$ cat src/hdl/iaw_pkg.sv
// Shared types and constants for the im2col address walker.
// Holds the register file layout, its reset image and the per-item flags.
// No dependencies.
package iaw_pkg;

  localparam int CFG_IDX_W  = 3;
  localparam int CFG_DATA_W = 48;

  localparam logic [CFG_IDX_W-1:0] CFG_LAYOUT   = 3'd0;
  localparam logic [CFG_IDX_W-1:0] CFG_CHANNELS = 3'd1;
  localparam logic [CFG_IDX_W-1:0] CFG_KERNEL   = 3'd2;
  localparam logic [CFG_IDX_W-1:0] CFG_IN_SIZE  = 3'd3;
  localparam logic [CFG_IDX_W-1:0] CFG_OUT_SIZE = 3'd4;
  localparam logic [CFG_IDX_W-1:0] CFG_STRIDE   = 3'd5;
  localparam logic [CFG_IDX_W-1:0] CFG_DILATION = 3'd6;
  localparam logic [CFG_IDX_W-1:0] CFG_PAD      = 3'd7;

  typedef struct packed {
    logic        layout;
    logic [15:0] channels;
    logic [23:0] kernel_size;
    logic [47:0] in_size;
    logic [47:0] out_size;
    logic [23:0] stride_size;
    logic [23:0] dilation_size;
    logic [23:0] pad_before;
  } iaw_cfg_t;

  localparam iaw_cfg_t CFG_RESET = '{
    layout:        1'b0,
    channels:      16'd1,
    kernel_size:   24'h010101,
    in_size:       48'h0001_0001_0001,
    out_size:      48'h0001_0001_0001,
    stride_size:   24'h010101,
    dilation_size: 24'h010101,
    pad_before:    24'h000000
  };

  typedef struct packed {
    logic pad;
    logic last;
  } iaw_flags_t;

endpackage

$ cat src/hdl/iaw_front.sv
// Walk front end: holds the loop counters, turns them into input positions
// and classifies each element as padding or not. Uses iaw_pkg.
module iaw_front #(
  parameter int DIM_WIDTH  = 16,
  parameter int KERN_WIDTH = 8
) (
  input  logic                  clk_i,
  input  logic                  rst_ni,
  input  iaw_pkg::iaw_cfg_t     cfg_i,
  input  logic                  accept_i,
  input  logic                  restart_i,
  output logic [15:0]           chan_o,
  output logic [DIM_WIDTH-1:0]  d_o,
  output logic [DIM_WIDTH-1:0]  h_o,
  output logic [DIM_WIDTH-1:0]  w_o,
  output iaw_pkg::iaw_flags_t   flags_o,
  output logic [31:0]           col_o
);

  localparam int DW     = DIM_WIDTH;
  localparam int KW     = KERN_WIDTH;
  localparam int PROD_W = (2 * KW > DW + KW) ? 2 * KW : DW + KW;
  localparam int PW     = PROD_W + 2;

  logic [15:0]   chan_q, chan_d, e_c, ext_c;
  logic [KW-1:0] kd_q, kd_d, kh_q, kh_d, kw_q, kw_d;
  logic [KW-1:0] e_kd, e_kh, e_kw, ext_kd, ext_kh, ext_kw;
  logic [DW-1:0] od_q, od_d, oh_q, oh_d, ow_q, ow_d;
  logic [DW-1:0] e_od, e_oh, e_ow, ext_od, ext_oh, ext_ow;
  logic [31:0]   col_q, col_d, e_col;

  logic [KW-1:0] k_d, k_h, k_w, dil_d, dil_h, dil_w, str_d, str_h, str_w;
  logic [KW-1:0] pb_d, pb_h, pb_w;
  logic [DW-1:0] o_d, o_h, o_w, n_d, n_h, n_w;
  logic [PW-1:0] pos_d, pos_h, pos_w;
  logic          pad_d, pad_h, pad_w;

  logic wrap_c, wrap_kd, wrap_kh, wrap_kw, wrap_od, wrap_oh, wrap_ow;
  logic cy_c, cy_kd, cy_kh, cy_kw, cy_od, cy_oh, cy_out, last;

  assign k_d   = cfg_i.kernel_size[2*KW +: KW];
  assign k_h   = cfg_i.kernel_size[KW +: KW];
  assign k_w   = cfg_i.kernel_size[0 +: KW];
  assign dil_d = cfg_i.dilation_size[2*KW +: KW];
  assign dil_h = cfg_i.dilation_size[KW +: KW];
  assign dil_w = cfg_i.dilation_size[0 +: KW];
  assign str_d = cfg_i.stride_size[2*KW +: KW];
  assign str_h = cfg_i.stride_size[KW +: KW];
  assign str_w = cfg_i.stride_size[0 +: KW];
  assign pb_d  = cfg_i.pad_before[2*KW +: KW];
  assign pb_h  = cfg_i.pad_before[KW +: KW];
  assign pb_w  = cfg_i.pad_before[0 +: KW];
  assign o_d   = cfg_i.out_size[2*DW +: DW];
  assign o_h   = cfg_i.out_size[DW +: DW];
  assign o_w   = cfg_i.out_size[0 +: DW];
  assign n_d   = cfg_i.in_size[2*DW +: DW];
  assign n_h   = cfg_i.in_size[DW +: DW];
  assign n_w   = cfg_i.in_size[0 +: DW];

  assign ext_c  = (cfg_i.channels == '0) ? 16'd1 : cfg_i.channels;
  assign ext_kd = (k_d == '0) ? KW'(1) : k_d;
  assign ext_kh = (k_h == '0) ? KW'(1) : k_h;
  assign ext_kw = (k_w == '0) ? KW'(1) : k_w;
  assign ext_od = (o_d == '0) ? DW'(1) : o_d;
  assign ext_oh = (o_h == '0) ? DW'(1) : o_h;
  assign ext_ow = (o_w == '0) ? DW'(1) : o_w;

  // restart clears the walk before this element is taken
  assign e_c   = restart_i ? '0 : chan_q;
  assign e_kd  = restart_i ? '0 : kd_q;
  assign e_kh  = restart_i ? '0 : kh_q;
  assign e_kw  = restart_i ? '0 : kw_q;
  assign e_od  = restart_i ? '0 : od_q;
  assign e_oh  = restart_i ? '0 : oh_q;
  assign e_ow  = restart_i ? '0 : ow_q;
  assign e_col = restart_i ? '0 : col_q;

  assign pos_d = PW'(e_kd) * PW'(dil_d) + PW'(e_od) * PW'(str_d) - PW'(pb_d);
  assign pos_h = PW'(e_kh) * PW'(dil_h) + PW'(e_oh) * PW'(str_h) - PW'(pb_h);
  assign pos_w = PW'(e_kw) * PW'(dil_w) + PW'(e_ow) * PW'(str_w) - PW'(pb_w);

  assign pad_d = pos_d[PW-1] || (pos_d[PW-2:0] >= (PW-1)'(n_d));
  assign pad_h = pos_h[PW-1] || (pos_h[PW-2:0] >= (PW-1)'(n_h));
  assign pad_w = pos_w[PW-1] || (pos_w[PW-2:0] >= (PW-1)'(n_w));

  assign wrap_c  = ({1'b0, e_c} + 17'd1) >= {1'b0, ext_c};
  assign wrap_kd = ({1'b0, e_kd} + (KW+1)'(1)) >= {1'b0, ext_kd};
  assign wrap_kh = ({1'b0, e_kh} + (KW+1)'(1)) >= {1'b0, ext_kh};
  assign wrap_kw = ({1'b0, e_kw} + (KW+1)'(1)) >= {1'b0, ext_kw};
  assign wrap_od = ({1'b0, e_od} + (DW+1)'(1)) >= {1'b0, ext_od};
  assign wrap_oh = ({1'b0, e_oh} + (DW+1)'(1)) >= {1'b0, ext_oh};
  assign wrap_ow = ({1'b0, e_ow} + (DW+1)'(1)) >= {1'b0, ext_ow};

  // carry chain: output axes innermost, then kernel and channel in layout order
  always_comb begin
    cy_oh  = wrap_ow;
    cy_od  = cy_oh && wrap_oh;
    cy_out = cy_od && wrap_od;
    if (cfg_i.layout) begin
      cy_c  = cy_out;
      cy_kw = cy_c && wrap_c;
      cy_kh = cy_kw && wrap_kw;
      cy_kd = cy_kh && wrap_kh;
      last  = cy_kd && wrap_kd;
    end else begin
      cy_kw = cy_out;
      cy_kh = cy_kw && wrap_kw;
      cy_kd = cy_kh && wrap_kh;
      cy_c  = cy_kd && wrap_kd;
      last  = cy_c && wrap_c;
    end
  end

  always_comb begin
    ow_d   = wrap_ow ? '0 : e_ow + 1'b1;
    oh_d   = cy_oh ? (wrap_oh ? '0 : e_oh + 1'b1) : e_oh;
    od_d   = cy_od ? (wrap_od ? '0 : e_od + 1'b1) : e_od;
    kw_d   = cy_kw ? (wrap_kw ? '0 : e_kw + 1'b1) : e_kw;
    kh_d   = cy_kh ? (wrap_kh ? '0 : e_kh + 1'b1) : e_kh;
    kd_d   = cy_kd ? (wrap_kd ? '0 : e_kd + 1'b1) : e_kd;
    chan_d = cy_c ? (wrap_c ? '0 : e_c + 1'b1) : e_c;
    col_d  = last ? '0 : e_col + 1'b1;
  end

  always_ff @(posedge clk_i or negedge rst_ni) begin
    if (!rst_ni) begin
      chan_q <= '0;
      kd_q   <= '0;
      kh_q   <= '0;
      kw_q   <= '0;
      od_q   <= '0;
      oh_q   <= '0;
      ow_q   <= '0;
      col_q  <= '0;
    end else if (accept_i) begin
      chan_q <= chan_d;
      kd_q   <= kd_d;
      kh_q   <= kh_d;
      kw_q   <= kw_d;
      od_q   <= od_d;
      oh_q   <= oh_d;
      ow_q   <= ow_d;
      col_q  <= col_d;
    end
  end

  assign chan_o        = e_c;
  assign d_o           = pos_d[DW-1:0];
  assign h_o           = pos_h[DW-1:0];
  assign w_o           = pos_w[DW-1:0];
  assign flags_o.pad   = pad_d || pad_h || pad_w;
  assign flags_o.last  = last;
  assign col_o         = e_col;

endmodule

$ cat config.mk
export PLATFORM = sky130hd
export DESIGN_NAME = iaw_front
export DESIGN_NICKNAME = d
export VERILOG_FILES = /design/src/hdl/iaw_pkg.sv /design/src/hdl/iaw_front.sv
export SDC_FILE = /design/constraint.sdc
export NUM_CORES = 2
export LEC_CHECK = 0
export BUFFER_PORTS_ARGS = -buffer_cell sky130_fd_sc_hd__buf_2
export CAP_MARGIN = 20
export CORE_UTILIZATION = 63
export CTS_CLUSTER_SIZE = 8
export DETAILED_ROUTE_END_ITERATION = 7
export GPL_ROUTABILITY_DRIVEN = 1
export PLACE_DENSITY = 0.94
export SLEW_MARGIN = 40
export SYNTH_ARGS = -nofsm -noshare
export SYNTH_HDL_FRONTEND = slang
export SYNTH_SLANG_ARGS = --single-unit
$ cat constraint.sdc
create_clock -name clk_i -period 12.6 [get_ports clk_i]
set_input_delay 1.26 -clock clk_i [delete_from_list [all_inputs] [get_ports clk_i]]
set_output_delay 1.26 -clock clk_i [all_outputs]
set_load 0.03 [all_outputs]
# After elaboration in Yosys (flattened, before gate mapping)
# Cells that the tools add are included.
[op_classes] muxes=34 n_lt_le_gt_ge=10 n_mul=6 n_addsub=21 n_reduce_logical=22
[ops] op="2-to-1 mux 16 bit" n=15
[ops] op="2-to-1 mux 8 bit" n=12
[ops] op="subtractor 25 x 8 -> 26 bit" n=3
[ops] op="adder 16 x 24 -> 25 bit" n=3
[ops] op=">= comparator 25 x 16 -> 1 bit" n=3
[ops] op="multiplier 16 x 8 -> 24 bit" n=3
[ops] op="adder 16 x 1 -> 17 bit, second input constant" n=4
[ops] op=">= comparator 17 x 16 -> 1 bit" n=4
[ops] op="adder 16 x 1 -> 16 bit, second input constant" n=4
[ops] op="logical NOT 16 bit" n=4
[ops] op="2-to-1 mux 32 bit" n=2
[ops] op="multiplier 8 x 8 -> 16 bit" n=3
[ops] op="adder 32 x 1 -> 32 bit, second input constant" n=1
[ops] op="adder 8 x 1 -> 9 bit, second input constant" n=3
[ops] op=">= comparator 9 x 8 -> 1 bit" n=3
[ops] op="adder 8 x 1 -> 8 bit, second input constant" n=3
[ops] op="logical NOT 8 bit" n=3
[ops] op="logical AND 1 bit" n=10
[ops] op="logical OR 1 bit" n=5
[ops] op="2-to-1 mux 1 bit" n=5
[totals] reg_bits=120 word_cells=101 output_inout_bits=98 in_bits=213

# Depth between registers and ports, before layout
[logic_depth] word_depth=11 ltp_mapped=40 depth_no_buf=34

# Least setup slack after synthesis
# Ideal clock, no wire load.
[synth_timing] path_type="input-to-output" from="input restart_i" to="output flags_o[1] (netlist bit)" path_slack_ns=1.342 n_path_buf=7 cell_stages=40 arrival_ns=9.998 required_time_ns=11.340 path_cell_list="buf_6 buf_6 buf_6 clkbuf_1 clkbuf_1 clkbuf_1 nor2b_1 clkbuf_1 and2_1 fa_1 inv_1 fa_1 fa_1 inv_1 fa_1 fa_1 inv_1 fa_1 (+4 left out) a21oi_1 o21ai_0 a21oi_1 nor2b_1 o21ai_0 nand2b_1 a21oi_1 xnor2_1 ha_1 a2111oi_0 nand3_1 a2111oi_0 o2111ai_1 a2111oi_0 nand4_1 nor4_1 o2111ai_1 nand4b_1"
[synth_lines] item="start: declaration" line="iaw_front.sv:11" text="input logic restart_i,"
[synth_lines] item="end: declaration" line="iaw_front.sv:16" text="output iaw_pkg::iaw_flags_t flags_o,"

==> results.toml <==
[route]
vias = 28440
via_per_inst = 6.011
wl_um = 87000
wl_per_cell_um = 18.39
drc = 0
dr.pass1.iters = 6
dr.first_iter.drc_count = 2489
detail-route-antenna-nets = 0

[placement]
dpl_cell_area_um2 = 34500
gp_congestion = 0.9415
hpwlAfterDp_um = 72170
io_buffers = 310

[timing]
fin_crit_sh_pct = 92.43
worst_pin_slew_ns = 0.8786
maxSlewHeadroom_pct = 41.31
hold_viol = 0
hold_ws_ns = 0.4833
fin_skew_ns = 0.01376
setup_viol = 0
drv_slew = 0
fin_crit_ns = 11.65
tns_ns = 0
timing.fmax_mhz = 85.87
rsz0062_at_grt = "no"

[cts]
ctsHoldBuffers = 0
clk_pin_slew_worst_paths_ns = 0.07
root_buffer = "clkbuf_16"
clock_sinks = 120
clockBufferDepth = 2
cts_inserted_buffers = 17
cts_resized = 0
cts_setup_buffers = 0
cts_tree = "yes"
insertion_delay_ns = 0.45
cts_htree_levels = 4

[setup_path]
critical-path-max-stage-delay_ns = 0.69
cp_slowest_cell = "nor2b_1"
crit_fanout = 78
path_class = "in2out"
cp_data_arrival_time_ns = 10.39
rrSetupSlack_ns = 6.50
critPathLaunch = "restart_i"
cp_common_cell = "fa_1"
cp.required_ns = 11.34
worst_setup_path_end_kind = "primary output"
worstReg2RegStart = "oh_q[0]"
critPathLaunchType = "input port"

[min_path]
hold_start = "col_q[21]"
worstHoldPathType = "reg2reg"

[global_routing]
grt_max_degree = 79
grt_pass1_wl_um = 141700
antenna_found_initial = 6
track_usage_pct = 33.21
grt_pass1_vias = 29240
grt_overflow = 0

[yosys]
yosysTopAreaCell = "fa_1"
synth_area_um2 = 32640
synth.avg_cell_area_um2 = 8.477
synthFlopType = "dfrtp_1"
syn-instance-count = 3850
yosysWarningCount = 0
synth_seq_cells = 120
synth-edff-count = 0
yosys.area.top_type_share_pct = 28.16
synth.yosys.seq_area_share_pct = 9.201
synthArstFlopShare_pct = 100.0
synth_nets = 4993
netlist_top_cells_area = "fa_1, ha_1, dfrtp_1"
synth_cell_types = 86

[final_layout]
layout_commonest_cell = "inv_1"
mostFrequentLayoutCells = "inv_1, nand2_1, ha_1"
drive_gt1_share_pct = 10.13
design_area_um2 = 35160
fillers = 3766
postLayoutCoreUtil_pct = 68.67
areaGrowthSynthToFinish_pct = 7.725
final_nets = 5176

[floorplan]
io_pins = 311
die_h_um = 229.6
die_area_um2 = 52720
initial_core_util_pct = 63.75
core_um2 = 51200
fp-row-count = 83
dieWidth_um = 229.6

[status]
status = "complete, no violations"

[job]
maxCapViolCount = 0

[power]
ir_worst_vdd_mv = 0.09145
leakage_nw = 17.94
power_density_nw_per_um2 = 46.69
-- Yosys cell counts, types with 8 or more instances --
cell type and count:
xor2_1 57, o31ai_1 35, nand4_1 43, nor3b_1 10, clkbuf_1 126, o21ai_1 8
nand2b_1 22, a31oi_1 12, o21a_1 15, o21ai_0 124, nor2b_1 121, nor3_1 34
o2111ai_1 10, ha_1 471, nor4_1 24, nand2_1 485, dfrtp_1 120, buf_1 12
nor2_1 92, a21oi_1 126, and2_1 254, or3_1 10, o211ai_1 11, buf_2 11
o2bb2ai_1 19, a211oi_1 17, nand3_1 82, fa_1 459, a22o_1 35, and3_1 35
a21o_1 52, mux2i_1 8, xnor2_1 60, inv_1 711
-- registers in the layout (all words and copies together), names as in the netlist --
signal	flops
kw_q	8
oh_q	16
ow_q	16
kh_q	8
col_q	32
od_q	16
chan_q	16
kd_q	8
-- cell type report --
class | instances | area, um2 | share of cell area [%]
Tap cell | 680 | 850.8 | 2.420
Multi-Input combinational cell | 2855 | 26300 | 74.81
Clock inverter | 15 | 180.2 | 0.5125
Sequential cell | 120 | 3003 | 8.541
Timing Repair Buffer | 327 | 1712 | 4.868
Inverter | 712 | 2674 | 7.605
Antenna cell | 5 | 12.51 | 0.03559
Clock buffer | 17 | 425.4 | 1.210
-- stage by stage --
| stage | setup WS (ns) | total power (W) | instances |
|---|---|---|---|
| after floorplan | 1.342 | 0.0008631 | 3850 |
| after global placement | 1.268 | 0.001086 | 4694 |
| after detailed placement | 1.044 | 0.001113 | 4694 |
| after CTS | 1.011 | 0.001632 | 4726 |
| after global routing | 0.3735 | 0.001726 | 4730 |
| final | 0.9541 | 0.001641 | 4731 |
-- report_power, final --
group / switching [W] / internal (W) / leakage [nW]
combinational: 0.000474 / 0.000248 / 16.0
sequential: 0.00000765 / 0.000391 / 1.66
clock: 0.000221 / 0.000299 / 0.295
-- worst max-delay path, delay by kind of cell --
kind                     cells  cell delay (ns)
adder cells (fa/ha/maj)      8             3.67
AO/OA/AOI/OAI               10             2.92
AND/OR/NAND/NOR              6             1.58
buffers and inverters        5             0.60
XOR/XNOR                     1             0.26
-- worst paths after layout --
| check | endpoint | cells past startpoint |
|---|---|---|
| min in group asynchronous | col_q[18] | 1 |
| max in group asynchronous | od_q[8] | 2 |
| min reg2reg | col_q[21] | 1 |
| max reg2reg | col_q[23] | 19 |
| max | flags_o[1] | 30 |
| min | col_q[21] | 1 |
-- layer usage --
layer	track usage (%)	part of all wire (%)
met1	40.81	38
met2	57.10	49
met3	4.955	7.7
met4	15.96	4.6
met5	0	0.018
-- kinds of logic after synthesis --
logic type	count (synthesis)	synth area share, %
xor gates and xnor gates	117	3.140
buffers and inverters	875	10.35
muxes	8	0.2454
adders and majority gates	930	46.21
and+or+nand+nor	1250	19.55
DFF	120	9.201
AOI/OAI and AO/OA	550	11.30
No activity file was read; power rests on OpenSTA's default activity.
