$ cat config.mk
export PLATFORM = sky130hd
export DESIGN_NAME = iaw_fifo
export DESIGN_NICKNAME = d
export VERILOG_FILES = /design/src/hdl/iaw_fifo.sv
export SDC_FILE = /design/constraint.sdc
export NUM_CORES = 1
export LEC_CHECK = 0
export ABC_AREA = 0
export BUFFER_PORTS_ARGS = -buffer_cell sky130_fd_sc_hd__clkbuf_2
export CORE_MARGIN = 5
export CORE_UTILIZATION = 50
export CTS_CLUSTER_SIZE = 8
export DETAILED_ROUTE_END_ITERATION = 16
export HOLD_SLACK_MARGIN = 0.02
export PLACE_DENSITY_LB_ADDON = 0.12
export SYNTH_ARGS = -nofsm -noshare
export SYNTH_HDL_FRONTEND = slang
export SYNTH_SLANG_ARGS = --single-unit
export TNS_END_PERCENT = 100
$ cat constraint.sdc
create_clock -name clk_i -period 1.8 [get_ports clk_i]
set_input_delay 0.27 -clock clk_i [delete_from_list [all_inputs] [get_ports clk_i]]
set_output_delay 0.27 -clock clk_i [all_outputs]
set_load 0.01 [all_outputs]
$ cat src/hdl/iaw_fifo.sv
// Small register queue between the walk front end and the address back end.
// Generic payload vector; no package dependency.
module iaw_fifo #(
  parameter int WIDTH = 8,
  parameter int DEPTH = 4
) (
  input  logic             clk_i,
  input  logic             rst_ni,
  input  logic             push_i,
  input  logic [WIDTH-1:0] wdata_i,
  output logic             full_o,
  input  logic             pop_i,
  output logic             valid_o,
  output logic [WIDTH-1:0] rdata_o
);

  localparam int PTR_W = (DEPTH > 1) ? $clog2(DEPTH) : 1;
  localparam int CNT_W = $clog2(DEPTH + 1);

  logic [WIDTH-1:0] mem_q [DEPTH];
  logic [PTR_W-1:0] wr_ptr_q, wr_ptr_d;
  logic [PTR_W-1:0] rd_ptr_q, rd_ptr_d;
  logic [CNT_W-1:0] count_q, count_d;

  assign full_o  = (count_q == CNT_W'(DEPTH));
  assign valid_o = (count_q != '0);
  assign rdata_o = mem_q[rd_ptr_q];

  always_comb begin
    wr_ptr_d = wr_ptr_q;
    rd_ptr_d = rd_ptr_q;
    count_d  = count_q;
    if (push_i) begin
      wr_ptr_d = (wr_ptr_q == PTR_W'(DEPTH - 1)) ? '0 : wr_ptr_q + 1'b1;
    end
    if (pop_i) begin
      rd_ptr_d = (rd_ptr_q == PTR_W'(DEPTH - 1)) ? '0 : rd_ptr_q + 1'b1;
    end
    if (push_i && !pop_i) begin
      count_d = count_q + 1'b1;
    end else if (!push_i && pop_i) begin
      count_d = count_q - 1'b1;
    end
  end

  always_ff @(posedge clk_i or negedge rst_ni) begin
    if (!rst_ni) begin
      wr_ptr_q <= '0;
      rd_ptr_q <= '0;
      count_q  <= '0;
    end else begin
      wr_ptr_q <= wr_ptr_d;
      rd_ptr_q <= rd_ptr_d;
      count_q  <= count_d;
    end
  end

  always_ff @(posedge clk_i) begin
    if (push_i) begin
      mem_q[wr_ptr_q] <= wdata_i;
    end
  end

endmodule

# Yosys cells after proc, flatten, opt, wreduce, memory -nomap -nowiden
# Memory sizes are Yosys's and may differ from the RTL's.
# Index checks and enable logic that the tools add are counted.
[word_totals]
reg_bits = 7
latch_bits = 0
ramBits = 32
rom_bits = 0
in_bits = 12
output_inout_bits = 10
elab_cells = 23
mem_count = 1
[op_classes]
n_addsub = 4
mul = 0
n_div = 0
order_cmp = 0
eq_ne = 3
shifts = 0
muxes = 6
n_bitwise = 0
reduce_logical = 6
[memory_table]
columns = ["name", "depth", "word_bits", "rd", "rd_clocked_by_memory_dff", "write_ports", "line_no", "text"]
rows = [
  ["mem_q", 4, 8, 1, 0, 1, "20", "logic [WIDTH-1:0] mem_q [DEPTH];"],
]
[ops]
columns = ["cell", "count"]
rows = [
  ["3-bit two-way mux", 2],
  ["2-bit by 1-bit adder with 2-bit output, second input constant", 2],
  ["2-bit equality test, second input constant", 2],
  ["2-bit two-way mux", 2],
  ["3-bit by 1-bit adder with 3-bit output, second input constant", 1],
  ["3-bit equality test, second input constant", 1],
  ["3-bit nonzero test", 1],
  ["3-bit by 1-bit subtractor with 3-bit output, second input constant", 1],
  ["1-bit logical AND", 2],
  ["1-bit zero test", 2],
  ["1-bit two-way mux", 2],
  ["2-bit nonzero test", 1],
]

# Depth between registers and ports, before layout
# Gate-level depths: netlist of the first run.
[logic_depth]
word_depth = 4
depth_mapped = 7
ltp_nobuf = 7

# Worst setup path after synthesis of the first run
# No wires, ideal clock.
[synth_path]
path_type = "input-to-reg"
from = "in pop_i"
to = "reg count_q[2]"
setup_time_ps = 79
arrival_ps = 1256
t_required_ps = 1721
path_slack_ps = 465
cell_stages = 7
path_buffers = 0
path_cell_list = "inv_1 -> ha_1 -> inv_1 -> fa_1 -> xor2_1 -> nor2_1 -> xor2_1"
[synth_via]
elab_chain_len = 3
word_cells_on_any_way = 5
classes_between = "mux (1); reduce/logical (4)"
[synth_lines]
columns = ["element", "line_no", "text"]
rows = [
  ["from (decl)", "12", "input logic pop_i,"],
  ["1-bit zero test", "39", "if (push_i && !pop_i) begin"],
  ["1-bit logical AND", "39", ""],
  ["3-bit two-way mux / 2-bit nonzero test (equally long branches)", "--", ""],
  ["to (signal assigned)", "54", "count_q <= count_d;"],
  ["to (decl)", "23", "logic [CNT_W-1:0] count_q, count_d;"],
]
# Several ways; a longest one is shown, not always the timed one.
# A chain may end at the register's enable or synchronous reset.

# Final worst setup path of the first run
[layout_path]
from = "reg rd_ptr_q[0]"
to = "out rdata_o[6]"
[layout_via]
elab_chain_len = 1
[layout_lines]
columns = ["element", "line_no", "text"]
rows = [
  ["from (decl)", "22", "logic [PTR_W-1:0] rd_ptr_q, rd_ptr_d;"],
  ["from (signal assigned)", "53", "rd_ptr_q <= rd_ptr_d;"],
  ["memory read 4 x 8 bit", "--", ""],
  ["to (decl)", "14", "output logic [WIDTH-1:0] rdata_o"],
]
# Every way passes these cells.

==> results by stage, run 1 <==
Power:
- In this run, the combinational gates consume 32.9% of the power.
- The total leakage power is 0.685 nW.
- The largest voltage drop on the vdd net is 0.631 mV.
- Per report_power, the sequential group accounts for 51.2% of the total.
- The total power density per cell area is 1430 nW/um^2.
- The internal portion of the total power is 1.80 mW.
- Summed over all nets, the switching power comes to 0.786 mW.
- The share of total power dissipated in the clock network is 15.9%.
- The fraction of power spent switching nets is 30.4%.

Die:
- The chip width is 66.1 um.
- The height of the die is 66.1 um.
- The area enclosed by the die boundary is 4360 um^2.
- The initial utilization of the core area, before any placement, comes to 51.9%.
- The floorplan has 20 rows.
- The count of pins on the block boundary is 22.
- The floorplan step defined a core boundary enclosing 3030 um^2.

Place:
- During placement, the flow inserted port buffers numbering 21.
- At the end of routability-driven placement, the weighted congestion stood at 0.651.
- The placement-stage worst setup slack is 0.228 ns.
- In this run, placement finished with an instance count of 144.
- The detailed placer's ending HPWL is 1660 um.

GRT:
- The overall fraction of global-route tracks in use is 13.0%.
- The number of global-route vias before repair is 834.
- The total overflow left after global routing is 0.
- The first global-routing pass estimated 3930 um of wire.
- Entering global routing, the biggest net connects 13 pins.
- The initial antenna violation count is 0.

STA:
- The time the worst path needs with I/O delays and setup is 1.79 ns.
- At the pin with the least slew margin, the transition time is 0.448 ns.
- The maximum operating frequency is 0.558 GHz.
- Across the routed clock network, the largest skew measured is 0.0104 ns.
- The final hold violation count came to 0.
- The final worst-path setup slack is 0.00811 ns.
- The worst pin sits at a relative slew slack of 70.1%.
- Dividing the final minimum period by the clock period gives 99.5%.
- The number of slew-limit violations in the final report is 0.
- Setup repair after global routing could not meet its margin everywhere.
- The number of setup violations in the final report is 0.

Critical path:
- The data arrival time of the critical path is 1.52 ns.
- The worst setup path is launched from a flop.
- The critical path start-end classification is flop to output port.
- The number of buffers and inverters on the critical path is 2.
- The peak per-stage delay on the critical path is 0.50 ns.
- STA puts the critical path data required time at 1.53 ns.
- In this run the worst path has a maximum fanout of 5.
- On the critical path, the stage with the largest delay is an instance of mux4_2.
- Walking the worst path, the cells encountered are buf_6 -> mux4_2 -> clkbuf_2.
- STA classifies the critical path endpoint as an output port.
- The kind of cell with the highest combined delay along the critical path is multiplexers.

Layout:
- The share of post-route cells with drive strength above 1 is 38.2%.
- Leaving out fill and tap cells, the most frequent cell in the layout is edfxtp_1.
- The area growth from synthesis to final layout is 15.0%.
- Once layout is complete, the cells apart from fillers number 154.
- After filler insertion, the fill cell instance count of the layout stands at 239.
- The number of nets in the layout is 128.
- The antenna cell count is 0.
- In the layout the commonest cells are 32 x edfxtp_1, 21 x clkbuf_2, 8 x mux4_2, 6 x ha_1, 6 x dfrtp_1.
- For this run, the share of the core covered by cells in the final layout is 59.7%.

Synth:
- Averaged over all synthesized cells, the footprint is 19.9 um^2.
- After synthesis, the largest family of logic cells by area is multiplexers.
- By area the synthesized netlist is led by edfxtp_1 61%, mux4_2 11%, dfrtp_1 11%, ha_1 4.8%, mux2_2 2.1%.
- The count of mapped cells out of synthesis is 79.
- The fraction of synthesized area in multiplexers is 13.6%.
- The synthesized netlist devotes 6.05% of its cell area to adder and majority cells.
- The biggest area contributor in the post-synthesis netlist is edfxtp_1.
- The sequential cell area fraction in the yosys report is 72.3%.
- The simple-gate share of the synthesized area is 3.50%.
- The number of nets handed over by synthesis was 98.
- The total number of yosys warnings is 0.
- The synthesized netlist occupies a cell area of 1570 um^2.
- The number of unique standard cell types used by synthesis is 18.
- The share of synthesized area in the top cell type comes to 61.1%.
- The synthesized flop and latch total is 39.
- The xor and xnor fraction of the mapped netlist area is 1.67%.
- The share of the synthesized area in compound gates (AO/OA/AOI/OAI) is 0.637%.

CTS:
- Counting along the longest clock path gives a buffer depth of 2.
- Clock tree synthesis found a total of 39 sinks.
- The number of H-tree branching levels is 2.
- The number of buffers added by the clock tree synthesis step is 5.
- The TritonCTS clock tree is yes.
- The source-to-sink clock delay at the later pin of the worst-skew pair is 0.35 ns.
- The clock transition at the registers of the reported paths is 0.11 ns.
- The CTS root buffer is clkbuf_4.

Routing:
- The number of violations reported at the end of detailed-routing iteration 0 is 42.
- The number of design rule violations left after detail routing is 0.
- After detailed routing, the number of vias per cell comes to 5.00.
- The total number of vias is 770.
- Once detail routing completed, the nets flagged for antenna violations numbered 0.
- In the final routed layout, each cell accounts on average for 15.4 um.
- The detailed-route wire length is 2380 um.
- The number of iterations in the first detailed-routing pass is 2.

Flow run:
- The count of maximum capacitance violations is 0.

Hold path:
- The class of the tightest hold or removal check is primary input to flop.

Run status:
- The run finished with clean final reports.
timing repair:
action                                  CTS  global route
hold buffers                              1             0
setup buffers                             0             1
resized for setup                         1             2
endpoints found under the setup margin    2             8
hold endpoints to repair                  7             0
per-layer routing:
layer | share of wire (%) | routed length [um] | vias to the layer above | GRT usage (%)
li1 | - | - | 360 | -
met1 | 39 | 937 | 388 | 13.5
met2 | 53 | 1250 | 16 | 21.9
met3 | 5.7 | 135 | 6 | 6.46
met4 | 2.1 | 49 | 0 | 6.09
met5 | 0 | 0 | - | 0
cell usage after synthesis (all sizes together):
cell    instances
xnor2           1
nor2            2
nand2           1
inv             5
or3             1
ha              6
mux2            3
nand3           1
xor2            2
mux4            8
edfxtp         32
fa              1
and2            4
nor3b           1
buf             2
o21ai           2
dfrtp           7
area by class of cell:
cell class                      instances  area (um^2)  area share (%)
Clock buffer                            6         41.3            2.29
Timing Repair Buffer                   25          145            8.03
Sequential cell                        39         1140            63.0
Multi-Input combinational cell         33          400            22.2
Inverter                                5         18.8            1.04
Clock inverter                          2         8.76           0.485
Tap cell                               44         55.1            3.05
cells by family after synthesis:
group,count (synthesis)
buffers and inverters,7
XOR/XNOR,3
AND/OR/NAND/NOR,10
multiplexers,11
flip-flops,39
AO/OA/AOI/OAI,2
adder cells (fa/ha/maj),7
power by group through the flow:
stage	Sequential (mW)	Clock, mW	Combinational (mW)
finish	1.32	0.410	0.850
global route	1.35	0.465	0.948
CTS	1.32	0.428	0.852
detailed placement	1.34	0	0.852
global placement	1.33	0	0.828
floorplan	1.28	0	0.619
through the flow:
stage	area (um^2)	TNS, ns	hold WS (ns)	power, mW
finish	1810	0	0.139	2.58
global placement	1730	0	0.120	2.16
global route	1810	-0.442	0.113	2.77
floorplan	1570	0	-0.0256	1.90
CTS	1790	-0.0137	0.126	2.60
detailed placement	1730	0	0.125	2.19
sequential cells by signal, indices dropped and copies added, names as in the netlist:
signal / cells
mem_q: 32
count_q: 3
rd_ptr_q: 2
wr_ptr_q: 2
final timing paths:
path	startpoint	end	slack (ns)	cells past startpoint
max	rd_ptr_q[0]	rdata_o[6]	0.008	3
min	wdata_i[4]	mem_q[2][4]	0.14	1
max reg2reg	wr_ptr_q[0]	mem_q[2][5]	0.36	3
min reg2reg	count_q[2]	count_q[2]	0.51	1
max in group asynchronous	rst_ni	rd_ptr_q[1]	1.33	2
min in group asynchronous	rst_ni	rd_ptr_q[1]	0.29	2
Note: power is estimated with default switching activity, not from simulation.
==> inputs of run 2 (changes only) <==
--- a/config.mk
+++ b/config.mk
@@ -5,7 +5,7 @@
 export SDC_FILE = /design/constraint.sdc
 export NUM_CORES = 1
 export LEC_CHECK = 0
-export ABC_AREA = 0
+export ABC_AREA = 1
 export BUFFER_PORTS_ARGS = -buffer_cell sky130_fd_sc_hd__clkbuf_2
 export CORE_MARGIN = 5
 export CORE_UTILIZATION = 50
==> run 2 against run 1 <==
Net effect: cell count increased by 42%; routed wire length increased by 13%; global-route usage increased by 0.77 points; critical path depth increased by 2; worst hold slack improved by 0.0086 ns; sequential cell count unchanged; sequential power about the same; cell area increased by 6.2%; first-iteration DRC count decreased by 31%.
==> results by stage, run 2 <==
Routing:
- The detailed-route wire length is 2690 um (+13%).
- The number of design rule violations left after detail routing is 0 (unchanged).
- The detailed-route wire length per cell is 12.3 um (-20%).
- The number of vias per cell is 4.71 (-5.9%).
- The number of violations reported at the end of detailed-routing iteration 0 is 29 (-31%).
- The total number of vias is 1026 (+33%).
- The number of iterations in the first detailed-routing pass is 4 (+2).
- The antenna violation net count after detailed routing was 0 (unchanged).

CTS:
- CTS placed an instance of clkbuf_4 at the clock tree root.
- The TritonCTS clock tree is yes.
- The source-to-sink clock delay at the later pin of the worst-skew pair is 0.33 ns (-0.02 ns).
- The number of H-tree branching levels is 2 (unchanged).
- The number of sinks on the clock net was 39 (unchanged).
- The clock transition at the registers of the reported paths came to 0.11 ns (about the same).
- The total setup buffers inserted after CTS was 0 (unchanged).
- The number of buffers added by the clock tree synthesis step is 5 (unchanged).
- The clock tree buffer depth is 2 (unchanged).

Synth:
- By area the synthesized netlist is led by edfxtp_1 56%, dfrtp_1 10%, nand2_1 8.8%, o211ai_1 7.0%, inv_1 5.9%.
- By count the netlist is led by 40 x nand2_1, 32 x edfxtp_1, 27 x inv_1, 16 x o211ai_1, 7 x dfrtp_1.
- The synthesized flop and latch total came to 39 (unchanged).
- The number of nets produced by synthesis was 164 (+67%).
- The total number of yosys warnings is 0 (unchanged).
- The share of the synthesized area in the top cell type was 56.3% (-4.9 points).
- The average cell area after synthesis is 11.8 um^2 (-41%).
- The xor and xnor fraction of the mapped netlist area was 0.513% (-1.2 points).
- The area share of fa/ha/maj cells after synthesis is 5.57% (-0.48 points).
- The count of mapped cells out of synthesis is 145 (+84%).
- The biggest area consumer among synthesized cells is edfxtp_1.
- The fraction of synthesized area in multiplexers came to 0% (-14 points).
- The number of synthesized flops with an enable pin came to 32 (unchanged).
- The share of flip-flops with an asynchronous set or reset is 17.9% (unchanged).
- The largest family of logic cells by synthesized area is simple AND/OR/NAND/NOR gates.
- The share of the synthesized area in compound gates (AO/OA/AOI/OAI) is 8.50% (+7.9 points).
- The simple-gate share of the synthesized area is 9.96% (+6.5 points).
- The cell area after synthesis is 1710 um^2 (+8.7%).
- The number of unique standard cell types used by synthesis is 19 (+1).
- The most frequently used cell type in the post-synthesis netlist is nand2_1.
- Among all flip-flop cells after synthesis, the most frequent one is edfxtp_1.
- The sequential cell area fraction in the yosys report is 66.5% (-5.8 points).

Power:
- The total power density per cell area is 1420 nW/um^2 (-0.34%).
- The largest voltage drop on the vdd net is 0.762 mV (+21%).
- The total power consumption of the routed design is 2.73 mW (+5.8%).
- The total leakage power is 0.870 nW (+27%).

STA:
- The number of slew-limit violations in the final report is 0 (unchanged).
- The max-slew headroom at the worst pin is 75.6% (+5.5 points).
- The final setup TNS is 0 ns (unchanged).
- The time the worst path needs with I/O delays and setup is 1.65 ns (-0.142 ns).
- The number of setup violations in the final report is 0 (unchanged).
- The pin slew with the least headroom to its limit is 0.366 ns (-0.0822 ns).
- Setup repair after global routing left no endpoint under its margin.
- The maximum operating frequency is 0.606 GHz (+8.6%).
- The final hold violation count is 0 (unchanged).
- The post-route fraction of the period consumed by the critical path is 91.7% (-7.9 points).
- The worst-case clock skew is 0.00777 ns (-0.00267 ns).
- The final worst-path setup slack is 0.150 ns (+0.142 ns).

Place:
- The placed cell count is 209 (+45%).
- The number of port buffers is 21 (unchanged).
- The routability-driven placement congestion ratio is 0.760 (+17%).
- The placement-stage worst setup slack came to 0.294 ns (+0.0657 ns).
- The detailed placer's ending HPWL is 1960 um (+18%).

Layout:
- The storage element area is 1140 um^2 (-0.11%).
- The multi-input gate area in the final layout is 419 um^2 (+4.7%).
- The share of the core filled with cells came to 57.9% (-1.7 points).
- The most common cell after layout, fill and taps aside is nand2_1.
- The library cells used most frequently in the layout, excluding fill and tap cells, are 40 x nand2_1, 32 x edfxtp_1, 27 x inv_1, 21 x clkbuf_2, 16 x o211ai_1.
- The register with the most flip-flops is mem_q.
- The number of cells in the finished layout apart from fillers was 218 (+42%).
- The largest registers in the layout are mem_q x32, count_q x3.
- The share of post-route cells with drive strength above 1 is 18.0% (-20 points).
- The fill cell instance count of the final layout was 295 (+23%).
- The number of nets in the layout is 190 (+48%).
- The antenna cell count is 0 (unchanged).
- From synthesis to final layout, the design area changed by 12.3%.
- The number of flip-flops in the largest register is 32 (unchanged).

GRT:
- The global routing usage on met3 was 3.94% (-2.5 points).
- The initial antenna violation count is 0 (unchanged).
- The first-pass GRT wire length is 4470 um (+14%).
- The number of global-route vias before repair was 1000 (+20%).
- The overall fraction of global-route tracks in use is 13.8% (+0.77 points).
- The met1 track demand over resource came to 15.6% (+2.1 points).
- The routing layer with the top usage in global route is met2.
- The met2 track demand over resource in global routing is 22.9% (+0.98 points).
- The pin count of the biggest net entering global routing is 34 (+21).
- The total congestion overflow after global routing is 0 (unchanged).

Critical path:
- STA classifies the critical path startpoint as a flop.
- The worst setup path is of the flop to output port kind.
- The element type at the critical path end is an output port.
- The critical path required time is 1.53 ns (about the same).
- The data arrival time of the critical path is 1.38 ns (-0.14 ns).
- The path depth of the worst reg2reg path is 4 (+1).
- The largest driver fanout on the critical path is 33 (+28).

Die:
- The height of the die is 68.4 um (+3.6%).
- The area enclosed by the die boundary was 4680 um^2 (+7.4%).
- The chip width is 68.4 um (+3.6%).
- The placement row count was 21 (+5.0%).
- The area inside the core boundary is 3310 um^2 (+9.3%).
- The effective utilization at floorplan was 51.6% (-0.31 points).
- The count of pins on the block boundary came to 22 (unchanged).

Flow run:
- The count of maximum capacitance violations was 0 (unchanged).

Hold path:
- The cell count of the worst hold path is 1 (unchanged).
- In this run the worst hold path is classified as primary input to flop.

Run status:
- The flow ran to the end, and the final reports show no timing, DRC or antenna violations.
==> run 2: changes by cell type after synthesis, moves of 2 or more <==
cell and delta:
inv_2 +2, and2_1 -4, inv_1 +22, o211ai_1 +16
xor2_1 -2, nand2_1 +39, mux4_2 -8, mux2_2 -3
==> run 2: layout make-up <==
type	instances	share of cell area, %
Sequential cell	39	59.2
Timing Repair Buffer	23	6.39
Clock buffer	8	3.59
Multi-Input combinational cell	73	21.9
Inverter	29	5.94
Tap cell	46	3.00
==> run 2: per-stage QoR <==
| stage | area, um^2 | hold slack [ns] |
|---|---|---|
| detailed placement | 1830 | 0.121 |
| CTS | 1920 | 0.132 |
| global route | 1920 | 0.115 |
| global placement | 1830 | 0.114 |
| floorplan | 1710 | -0.0256 |
| finish | 1920 | 0.148 |
==> run 2: critical path: stages, from the launching register on <==
cell and delay, ns:
dfrtp_1 0.46, inv_6 0.21, nand2_1 0.08, o211ai_1 0.09
nand2_1 0.08, clkbuf_2 0.13
==> run 2: logic make-up (layout without fill, tap and decap cells) <==
logic type / after synthesis / count (layout)
flip-flops: 39 / 39
buffers and inverters: 33 / 60
adder cells (fa/ha/maj): 7 / 7
AND/OR/NAND/NOR: 44 / 44
XOR/XNOR: 1 / 1
AO/OA/AOI/OAI: 21 / 21
==> run 2: repair_timing <==
action,CTS,global route
hold buffers,1,0
gates resized for setup,1,1
setup endpoints to repair,8,7
endpoints found under the hold margin,7,0
==> run 2: worst paths after layout <==
| kind | startpoint | to | slack [ns] |
|---|---|---|---|
| max | rd_ptr_q[0] | rdata_o[1] | 0.15 |
| min | wdata_i[3] | mem_q[0][3] | 0.15 |
| max reg2reg | wr_ptr_q[0] | mem_q[0][0] | 0.47 |
| min reg2reg | count_q[2] | count_q[2] | 0.49 |
| max in group asynchronous | rst_ni | wr_ptr_q[1] | 1.34 |
| min in group asynchronous | rst_ni | rd_ptr_q[1] | 0.30 |
==> run 2: power breakdown <==
group	internal, mW	switching, mW
sequential	1.20	0.129
clock	0.230	0.259
combinational	0.346	0.570
==> run 2: metal layers <==
| layer | up-vias | routed length, um |
|---|---|---|
| li1 | 537 | - |
| met1 | 468 | 1150 |
| met2 | 17 | 1370 |
| met3 | 4 | 132 |
| met4 | 0 | 38 |
| met5 | - | 0 |
